**src/rtl/escaped_delimiter_tokenizer_defines.svh**
```systemverilog
// Assertion macros shared by the tokenizer RTL.
// Expects clk and rst_n in the scope of each use.
`ifndef ESCAPED_DELIMITER_TOKENIZER_DEFINES_SVH
`define ESCAPED_DELIMITER_TOKENIZER_DEFINES_SVH

// Same-cycle implication, disabled in reset
`define EDT_ASSERT_NOW(lbl, ante, cons, msg) \
  lbl: assert property (@(posedge clk) disable iff (!rst_n) (ante) |-> (cons)) \
    else $error(msg);

// Next-cycle implication, disabled in reset
`define EDT_ASSERT_NEXT(lbl, ante, cons, msg) \
  lbl: assert property (@(posedge clk) disable iff (!rst_n) (ante) |=> (cons)) \
    else $error(msg);

`endif

```
**src/rtl/edt_pkg.sv**
```systemverilog
// Package for the escaped delimiter tokenizer: types, register indexes
// and sizing constants. Used by every RTL module of the block.
package edt_pkg;

  localparam int unsigned NUM_SLOTS    = 4;
  localparam int unsigned MAX_DELIMS_D = 4;
  localparam int unsigned FIFO_DEPTH   = 4;
  localparam int unsigned PTR_W        = $clog2(FIFO_DEPTH);
  localparam int unsigned CNT_W        = $clog2(FIFO_DEPTH + 1);

  localparam logic [7:0] ESCAPE_BYTE = 8'h5C;

  // Register indexes on the configuration channel
  localparam logic [2:0] REG_DELIM_0     = 3'd0;
  localparam logic [2:0] REG_DELIM_1     = 3'd1;
  localparam logic [2:0] REG_DELIM_2     = 3'd2;
  localparam logic [2:0] REG_DELIM_3     = 3'd3;
  localparam logic [2:0] REG_DELIM_COUNT = 3'd4;
  localparam logic [2:0] REG_STRIP       = 3'd5;

  localparam logic [7:0] DELIM_0_RST = 8'd59;

  typedef struct packed {
    logic [NUM_SLOTS-1:0][7:0] delim;
    logic [2:0]                delim_count;
    logic                      strip_escape;
  } edt_cfg_t;

  typedef struct packed {
    logic [7:0] out_byte;
    logic       byte_valid;
    logic       token_end;
    logic       string_end;
    logic       run_last;
  } edt_res_t;

endpackage

```
**src/rtl/edt_cfg.sv**
```systemverilog
// Configuration register file of the tokenizer.
// Depends on edt_pkg.
module edt_cfg #(
  parameter int unsigned MAX_DELIMS = edt_pkg::MAX_DELIMS_D
) (
  input  logic             clk,
  input  logic             rst_n,
  input  logic             wr_en,
  input  logic [2:0]       wr_index,
  input  logic [7:0]       wr_data,
  output edt_pkg::edt_cfg_t cfg
);
  import edt_pkg::*;

  localparam int unsigned SLOTS = (MAX_DELIMS < NUM_SLOTS) ? MAX_DELIMS : NUM_SLOTS;

  logic [7:0] delim_r [SLOTS];
  logic [2:0] count_r;
  logic       strip_r;

  // Hold one delimiter byte per usable slot
  for (genvar i = 0; i < SLOTS; i++) begin : g_slot
    always_ff @(posedge clk) begin
      if (!rst_n) begin
        delim_r[i] <= (i == 0) ? DELIM_0_RST : 8'd0;
      end else if (wr_en && (wr_index == 3'(i))) begin
        delim_r[i] <= wr_data;
      end
    end
  end

  // Count and strip mode
  always_ff @(posedge clk) begin
    if (!rst_n) begin
      count_r <= 3'd1;
      strip_r <= 1'b1;
    end else if (wr_en) begin
      if (wr_index == REG_DELIM_COUNT) begin
        count_r <= wr_data[2:0];
      end
      if (wr_index == REG_STRIP) begin
        strip_r <= wr_data[0];
      end
    end
  end

  // Slots beyond the usable range read as zero and are never matched
  always_comb begin
    cfg = '0;
    for (int i = 0; i < SLOTS; i++) begin
      cfg.delim[i] = delim_r[i];
    end
    cfg.delim_count  = count_r;
    cfg.strip_escape = strip_r;
  end

endmodule

```
**src/rtl/edt_core.sv**
```systemverilog
// Per-byte tokenizer decision: escape and token state, up to two result
// words per byte. Depends on edt_pkg and the assertion macro header.
`include "escaped_delimiter_tokenizer_defines.svh"

module edt_core #(
  parameter int unsigned MAX_DELIMS = edt_pkg::MAX_DELIMS_D
) (
  input  logic              clk,
  input  logic              rst_n,
  input  logic              fire,
  input  logic [7:0]        in_byte,
  input  logic              in_last,
  input  edt_pkg::edt_cfg_t cfg,
  output logic [1:0]        res_num,
  output edt_pkg::edt_res_t res0,
  output edt_pkg::edt_res_t res1
);
  import edt_pkg::*;

  localparam int unsigned SLOTS = (MAX_DELIMS < NUM_SLOTS) ? MAX_DELIMS : NUM_SLOTS;

  logic       esc_r, esc_nxt;
  logic       tok_r, tok_nxt;
  logic [2:0] n_act;
  logic       hit;

  // Clamp the slot count and match the byte against active slots
  always_comb begin
    n_act = (cfg.delim_count > 3'(SLOTS)) ? 3'(SLOTS) : cfg.delim_count;
    hit   = 1'b0;
    for (int i = 0; i < SLOTS; i++) begin
      if ((3'(i) < n_act) && (cfg.delim[i] == in_byte)) begin
        hit = 1'b1;
      end
    end
  end

  // Decide results and next state for one byte
  always_comb begin
    esc_nxt = esc_r;
    tok_nxt = tok_r;
    res_num = 2'd0;
    res0    = '0;
    res1    = '0;
    if (n_act == 3'd0) begin
      // passthrough: every byte is a token byte
      res_num = 2'd1;
      res0    = '{out_byte: in_byte, byte_valid: 1'b1, token_end: in_last,
                  string_end: in_last, run_last: 1'b1};
      esc_nxt = 1'b0;
      tok_nxt = !in_last;
    end else if ((in_byte == ESCAPE_BYTE) && !esc_r) begin
      if (!in_last) begin
        esc_nxt = 1'b1;
      end else begin
        // dangling backslash at end of string: drop it
        res_num = 2'd1;
        res0    = '{out_byte: 8'd0, byte_valid: 1'b0, token_end: tok_r,
                    string_end: 1'b1, run_last: 1'b1};
        esc_nxt = 1'b0;
        tok_nxt = 1'b0;
      end
    end else if (hit && !esc_r) begin
      // plain delimiter: close an open token
      if (tok_r || in_last) begin
        res_num = 2'd1;
        res0    = '{out_byte: 8'd0, byte_valid: 1'b0, token_end: tok_r,
                    string_end: in_last, run_last: 1'b1};
      end
      tok_nxt = 1'b0;
    end else begin
      // token byte, possibly preceded by its backslash
      esc_nxt = 1'b0;
      tok_nxt = !in_last;
      if (esc_r && !(hit && cfg.strip_escape)) begin
        res_num = 2'd2;
        res0    = '{out_byte: ESCAPE_BYTE, byte_valid: 1'b1, token_end: 1'b0,
                    string_end: 1'b0, run_last: 1'b0};
        res1    = '{out_byte: in_byte, byte_valid: 1'b1, token_end: in_last,
                    string_end: in_last, run_last: 1'b1};
      end else begin
        res_num = 2'd1;
        res0    = '{out_byte: in_byte, byte_valid: 1'b1, token_end: in_last,
                    string_end: in_last, run_last: 1'b1};
      end
    end
  end

  // Advance state only on an accepted byte
  always_ff @(posedge clk) begin
    if (!rst_n) begin
      esc_r <= 1'b0;
      tok_r <= 1'b0;
    end else if (fire) begin
      esc_r <= esc_nxt;
      tok_r <= tok_nxt;
    end
  end

  `EDT_ASSERT_NEXT(a_end_clears, fire && in_last, !esc_r && !tok_r, "state not cleared at string end")
  `EDT_ASSERT_NOW(a_pair_bytes, res_num == 2'd2, res0.byte_valid && res1.byte_valid && !res0.run_last, "bad result pair")
  `EDT_ASSERT_NOW(a_never_three, 1'b1, res_num != 2'd3, "more than two results for one byte")

endmodule

```
**src/rtl/edt_fifo.sv**
```systemverilog
// Result buffer: takes up to two result words a cycle, gives one a cycle while the reader is ready.
// Depends on edt_pkg and the assertion macro header.
`include "escaped_delimiter_tokenizer_defines.svh"

module edt_fifo (
  input  logic              clk,
  input  logic              rst_n,
  input  logic [1:0]        push_num,
  input  edt_pkg::edt_res_t push0,
  input  edt_pkg::edt_res_t push1,
  output logic              room2,
  output logic              pop_valid,
  input  logic              pop_ready,
  output edt_pkg::edt_res_t pop_word
);
  import edt_pkg::*;

  edt_res_t         mem_r [FIFO_DEPTH];
  logic [PTR_W-1:0] wr_ptr_r, wr_ptr_nxt;
  logic [PTR_W-1:0] rd_ptr_r, rd_ptr_nxt;
  logic [CNT_W-1:0] cnt_r, cnt_nxt;
  logic             pop;
  logic [PTR_W-1:0] wr_ptr_p1;

  assign pop       = pop_valid && pop_ready;
  assign pop_valid = (cnt_r != '0);
  assign pop_word  = mem_r[rd_ptr_r];
  assign room2     = (cnt_r <= CNT_W'(FIFO_DEPTH - 2));
  assign wr_ptr_p1 = wr_ptr_r + PTR_W'(1);

  // Pointer and fill bookkeeping
  always_comb begin
    wr_ptr_nxt = wr_ptr_r + PTR_W'(push_num);
    rd_ptr_nxt = rd_ptr_r + PTR_W'(pop);
    cnt_nxt    = cnt_r + CNT_W'(push_num) - CNT_W'(pop);
  end

  always_ff @(posedge clk) begin
    if (!rst_n) begin
      wr_ptr_r <= '0;
      rd_ptr_r <= '0;
      cnt_r    <= '0;
    end else begin
      wr_ptr_r <= wr_ptr_nxt;
      rd_ptr_r <= rd_ptr_nxt;
      cnt_r    <= cnt_nxt;
    end
  end

  // Store the new words
  always_ff @(posedge clk) begin
    if (push_num != 2'd0) begin
      mem_r[wr_ptr_r] <= push0;
    end
    if (push_num == 2'd2) begin
      mem_r[wr_ptr_p1] <= push1;
    end
  end

  `EDT_ASSERT_NOW(a_no_overflow, push_num != 2'd0, room2, "push into a full buffer")
  `EDT_ASSERT_NOW(a_cnt_bound, 1'b1, cnt_r <= CNT_W'(FIFO_DEPTH), "fill count out of range")
  `EDT_ASSERT_NOW(a_ptr_gap, 1'b1, (wr_ptr_r - rd_ptr_r) == PTR_W'(cnt_r), "pointers and fill count disagree")

endmodule

```
**src/rtl/escaped_delimiter_tokenizer.sv**
```systemverilog
// Escaped delimiter tokenizer, top level: configuration registers, the
// per-byte decision and the result buffer. Depends on edt_pkg.
//
// One string byte is taken per cycle while the buffer has room. Each byte is
// decoded in the cycle it is accepted and gives zero, one or two result
// words, which enter a four-word result buffer and are registered there
// before they reach the output. The output drains one word a cycle while
// out_tready is high, so bytes run at one per cycle while each gives at most
// one word; a byte that gives two words (a backslash kept with the byte it
// escapes) leaves the buffer fuller, which the buffer absorbs. in_tready drops
// while fewer than two buffer words are free. Configuration writes are always taken.
module escaped_delimiter_tokenizer #(
  parameter int unsigned MAX_DELIMS = edt_pkg::MAX_DELIMS_D
) (
  input  logic       clk,
  input  logic       rst_n,
  // string bytes
  input  logic       in_tvalid,
  output logic       in_tready,
  input  logic [7:0] in_tdata,   // [7:0] in_byte
  input  logic       in_tlast,   // in_last
  // result words
  output logic       out_tvalid,
  input  logic       out_tready,
  output logic [7:0] out_tdata,  // [7:0] out_byte
  output logic [2:0] out_tuser,  // [0] byte_valid, [1] token_end, [2] string_end
  output logic       out_tlast,  // run_last
  // configuration writes
  input  logic       cfg_valid,
  output logic       cfg_ready,
  input  logic [2:0] cfg_index,
  input  logic [7:0] cfg_data
);
  import edt_pkg::*;

  edt_cfg_t   cfg;
  logic       in_fire;
  logic       room2;
  logic [1:0] res_num;
  logic [1:0] push_num;
  edt_res_t   res0, res1, pop_word;

  assign cfg_ready = 1'b1;
  assign in_tready = room2;
  assign in_fire   = in_tvalid && in_tready;
  assign push_num  = in_fire ? res_num : 2'd0;

  edt_cfg #(.MAX_DELIMS(MAX_DELIMS)) u_cfg (
    .clk      (clk),
    .rst_n    (rst_n),
    .wr_en    (cfg_valid && cfg_ready),
    .wr_index (cfg_index),
    .wr_data  (cfg_data),
    .cfg      (cfg)
  );

  edt_core #(.MAX_DELIMS(MAX_DELIMS)) u_core (
    .clk     (clk),
    .rst_n   (rst_n),
    .fire    (in_fire),
    .in_byte (in_tdata),
    .in_last (in_tlast),
    .cfg     (cfg),
    .res_num (res_num),
    .res0    (res0),
    .res1    (res1)
  );

  edt_fifo u_fifo (
    .clk       (clk),
    .rst_n     (rst_n),
    .push_num  (push_num),
    .push0     (res0),
    .push1     (res1),
    .room2     (room2),
    .pop_valid (out_tvalid),
    .pop_ready (out_tready),
    .pop_word  (pop_word)
  );

  // Unpack the head word onto the stream
  assign out_tdata = pop_word.out_byte;
  assign out_tuser = {pop_word.string_end, pop_word.token_end, pop_word.byte_valid};
  assign out_tlast = pop_word.run_last;

endmodule

```
**config.mk**
```make
export PLATFORM = sky130hd
export DESIGN_NAME = escaped_delimiter_tokenizer
export DESIGN_NICKNAME = d
export VERILOG_FILES = /design/src/rtl/edt_pkg.sv /design/src/rtl/edt_cfg.sv /design/src/rtl/edt_core.sv /design/src/rtl/edt_fifo.sv /design/src/rtl/escaped_delimiter_tokenizer.sv
export VERILOG_INCLUDE_DIRS = /design/src /design/src/rtl
export SDC_FILE = /design/constraint.sdc
export NUM_CORES = 1
export LEC_CHECK = 0
export ABC_AREA = 1
export BUFFER_PORTS_ARGS = -buffer_cell sky130_fd_sc_hd__buf_2
export CORE_MARGIN = 2
export CORE_UTILIZATION = 54
export DETAILED_ROUTE_END_ITERATION = 6
export PLACE_DENSITY_LB_ADDON = 0.05
export SLEW_MARGIN = 20
export SYNTH_ARGS = -nofsm -noshare
export SYNTH_HDL_FRONTEND = slang
export SYNTH_SLANG_ARGS = --single-unit
```
**constraint.sdc**
```tcl
create_clock -name clk -period 2.6 [get_ports clk]
set_input_delay 0.39 -clock clk [delete_from_list [all_inputs] [get_ports clk]]
set_output_delay 0.39 -clock clk [all_outputs]
set_load 0.02 [all_outputs]
```
==> qor.txt <==
Status = complete, no violations
Initial antenna violation count = 0
Setup ws final = 86.76 ps
DP Cell Count = 747
Syn Nets = 614
CP Buf/Inv Count = 2
Core Area = 8806 µm²
FFs w/ async S/R, synth = 0
Maximum VDD drop = 0.5599 mV
First-pass GRT wire length = 18750 µm
Iteration-0 DRC count of the detailed router = 234
Final net count = 683
Port bufs = 38
Worst hold endpoint = u_cfg.count_r[1]
Most frequent cell after synthesis = nand2_1
Dominant cell type by area after synthesis = edfxtp_1
Post-Syn Area = 4960 µm²
Synth top cells by count = 177 x nand2_1, 88 x nor2_1, 80 x edfxtp_1
Pins Over Slew Limit = 0
Critical Path Slowest Stage Cell = edfxtp_1
Row Count = 34
Non-Filler Instances = 765
Reg area = 2664 µm²
Diodes inserted = 0
Skew-Pair Late Insertion Delay = 360 ps
Synthesis warning total = 0
Main flop type after synthesis = edfxtp_1
Worst reg2reg path depth = 18
Grt ovf = 0
Critical path class = flip-flop to flip-flop
Worst Skew = 11.59 ps
Die Ht = 99.84 µm
Drt total wl = 11610 µm
Seq cells post-synth = 93
CP Launch Type = flip-flop
Top post-synthesis cells by area = edfxtp_1 48%, nand2_1 13%, nor2_1 6.7%
Hold Slack = 329.1 ps
GPL Wtd Cong = 0.8990
Htree depth = 3
CP required = 2860 ps
Relative slew slack = 0.5180
Number of hold buffers added after CTS = 0
Layout fillers = 758
TritonRoute pass-1 iters = 6
Reg2reg end = u_fifo.cnt_r[2]
All-Layer GR Usage = 0.2456
Number of global-route vias before repair = 3842
Routed Antenna Nets = 0
Placement Setup Slack = -116.0 ps
Routed len/inst = 15.17 µm
Leakage power = 2.546 nW
Vias per cell = 5.254
Min-delay src = cfg_data[1]
Fraction of layout cells with a size suffix above 1 = 0.2040
TritonCTS clock tree = built
Endpoints failing setup = 0
Crit. End Element = flip-flop
Final worst path period share = 0.9666
Worst min path class = input pin to flip-flop
Hold path depth = 3
Largest net degree at the start of global routing = 26
Top cell type's share of synthesized area = 0.4844
RSZ-0062 raised after global routing = true
R2R setup slack = 90 ps
Tmin final = 2513 ps
DRC violations left = 0
Top-level I/O count = 40
DP HPWL = 8621 µm
Clock Sinks = 93
Reg2reg start = u_cfg.delim_r[1][1]
Worst setup startpoint = u_cfg.delim_r[1][1]
CP Data Arrival Time = 2770 ps
CP cell instances = nand2_1 > nand2_1 > nor2_1 > nand3_1 > nor2_2 > nor2_2 > nand2_2 > buf_6 > nand3_1 > nand3_1 > nand2_1 > nand2_2 > inv_2 > ha_4 > fa_2 > xor2_2 > o21ai_1 > a21oi_1
Count of cell types in the netlist = 37
Slowest Stage Delay on Critical Path = 450 ps
Delay-heaviest family, CP = simple AND/OR/NAND/NOR gates
Average cell area after synthesis = 8.507 µm²
Root buffer cell = clkbuf_8
Syn Inst Count = 583
Power Density = 761.0 nW/µm²
Die width = 99.84 µm
Layout Area Growth over Synthesis = 16.22%
Num CTS Buffers = 9
Number of synthesized flops with an enable pin = 80
Hold Vio Cnt, Final = 0
Via count = 4019
CP max FO = 2
CTS Buffer Depth = 2
Die area = 9967 µm²
Max cap viols = 0
Worst slew pin tran = 722.2 ps
Fmax = 0.3979 GHz
Register area share after synthesis = 0.5368
Core Util, Final = 0.6546
Multi-input gate area = 1976 µm²
Starting Density = 0.5632
Setup TNS = 0 ps
Clk slew on worst S/H paths = 100 ps
[worst min-delay path, delay by kind of cell]
| kind | cells | cell delay, ps |
|---|---|---|
| buffers and inverters | 1 | 90 |
| AO/OA/AOI/OAI | 2 | 170 |
[power by group]
group,leakage (nW),internal [mW],switching (mW)
registers,0.854,1.86,0.0845
logic,1.59,0.518,0.937
clock network,0.0973,0.458,0.531
total,2.55,2.83,1.55
[metal layers]
metal / up-vias / track usage / wire length [µm]
li1: 2036 / - / -
met2: 120 / 0.4298 / 5832
met3: 17 / 0.04039 / 554
met1: 1846 / 0.3185 / 5058
met5: - / 0 / 0
met4: 0 / 0.06744 / 159
[layout make-up]
type | count | area share
Tap cell | 108 | 0.02344
Timing Repair Buffer | 72 | 0.08878
Clock inverter | 7 | 0.01389
Inverter | 69 | 0.04754
Sequential cell | 93 | 0.4621
Multi-Input combinational cell | 407 | 0.3427
Clock buffer | 9 | 0.02149
[cells by family after synthesis]
| logic type | after synthesis | share of synthesized area |
|---|---|---|
| flip-flops | 93 | 0.5368 |
| AO/OA/AOI/OAI | 65 | 0.07089 |
| AND/OR/NAND/NOR | 323 | 0.2783 |
| buffers and inverters | 83 | 0.07543 |
| XOR/XNOR | 12 | 0.02119 |
| other | 1 | 0.0007561 |
| adder cells (fa/ha/maj) | 6 | 0.01665 |
[stage by stage]
stage / total power [mW] / instance area, µm²
after global placement: 3.330 / 5490
after CTS: 4.352 / 5694
after global routing: 4.643 / 5764
after floorplan: 2.884 / 4962
after detailed placement: 3.373 / 5490
final: 4.387 / 5764
[flip-flops by register name, summed over array words and instances (netlist names)]
register         cells
u_core.esc_r         1
u_fifo.rd_ptr_r      2
u_fifo.mem_r        48
u_core.tok_r         1
u_cfg.strip_r        1
u_fifo.cnt_r         3
u_cfg.delim_r       32
u_cfg.count_r        3
u_fifo.wr_ptr_r      2
[worst max path at each step]
stage / end / slack (ps) / cells past startpoint
floorplan: u_fifo.cnt_r[2] / 30 / 20
global placement: u_fifo.cnt_r[2] / -70 / 20
detailed placement: u_fifo.cnt_r[2] / -120 / 20
CTS: u_fifo.cnt_r[2] / 50 / 19
global route: u_fifo.cnt_r[2] / -40 / 19
finish: u_fifo.cnt_r[2] / 90 / 18
[cell usage in the layout (no fill, tap or decap), types with 3 or more instances in the layout]
master    netlist  final
a21oi_1        11     11
buf_12          1      5
buf_2           1     38
buf_4           2     28
clkbuf_8        0      9
dfxtp_1        13     12
edfxtp_1       80     80
ha_1            5      3
inv_1          56     53
inv_2           7     10
inv_6           0      4
nand2_1       177    175
nand2_2         6      8
nand3_1        30     29
nand3_4         4      4
nand4_1         5      5
nor2_1         88     85
nor2_2          7     10
o21ai_0        32     31
o21ai_1         6      7
o22ai_1        12     12
xnor2_1        11     11
[repair_timing]
item                                    4_1_cts  5_1_grt
gates resized for setup                       0       15
setup buffers                                 0        2
endpoints found under the setup margin        0        3
No activity file was read; power rests on OpenSTA's default activity.
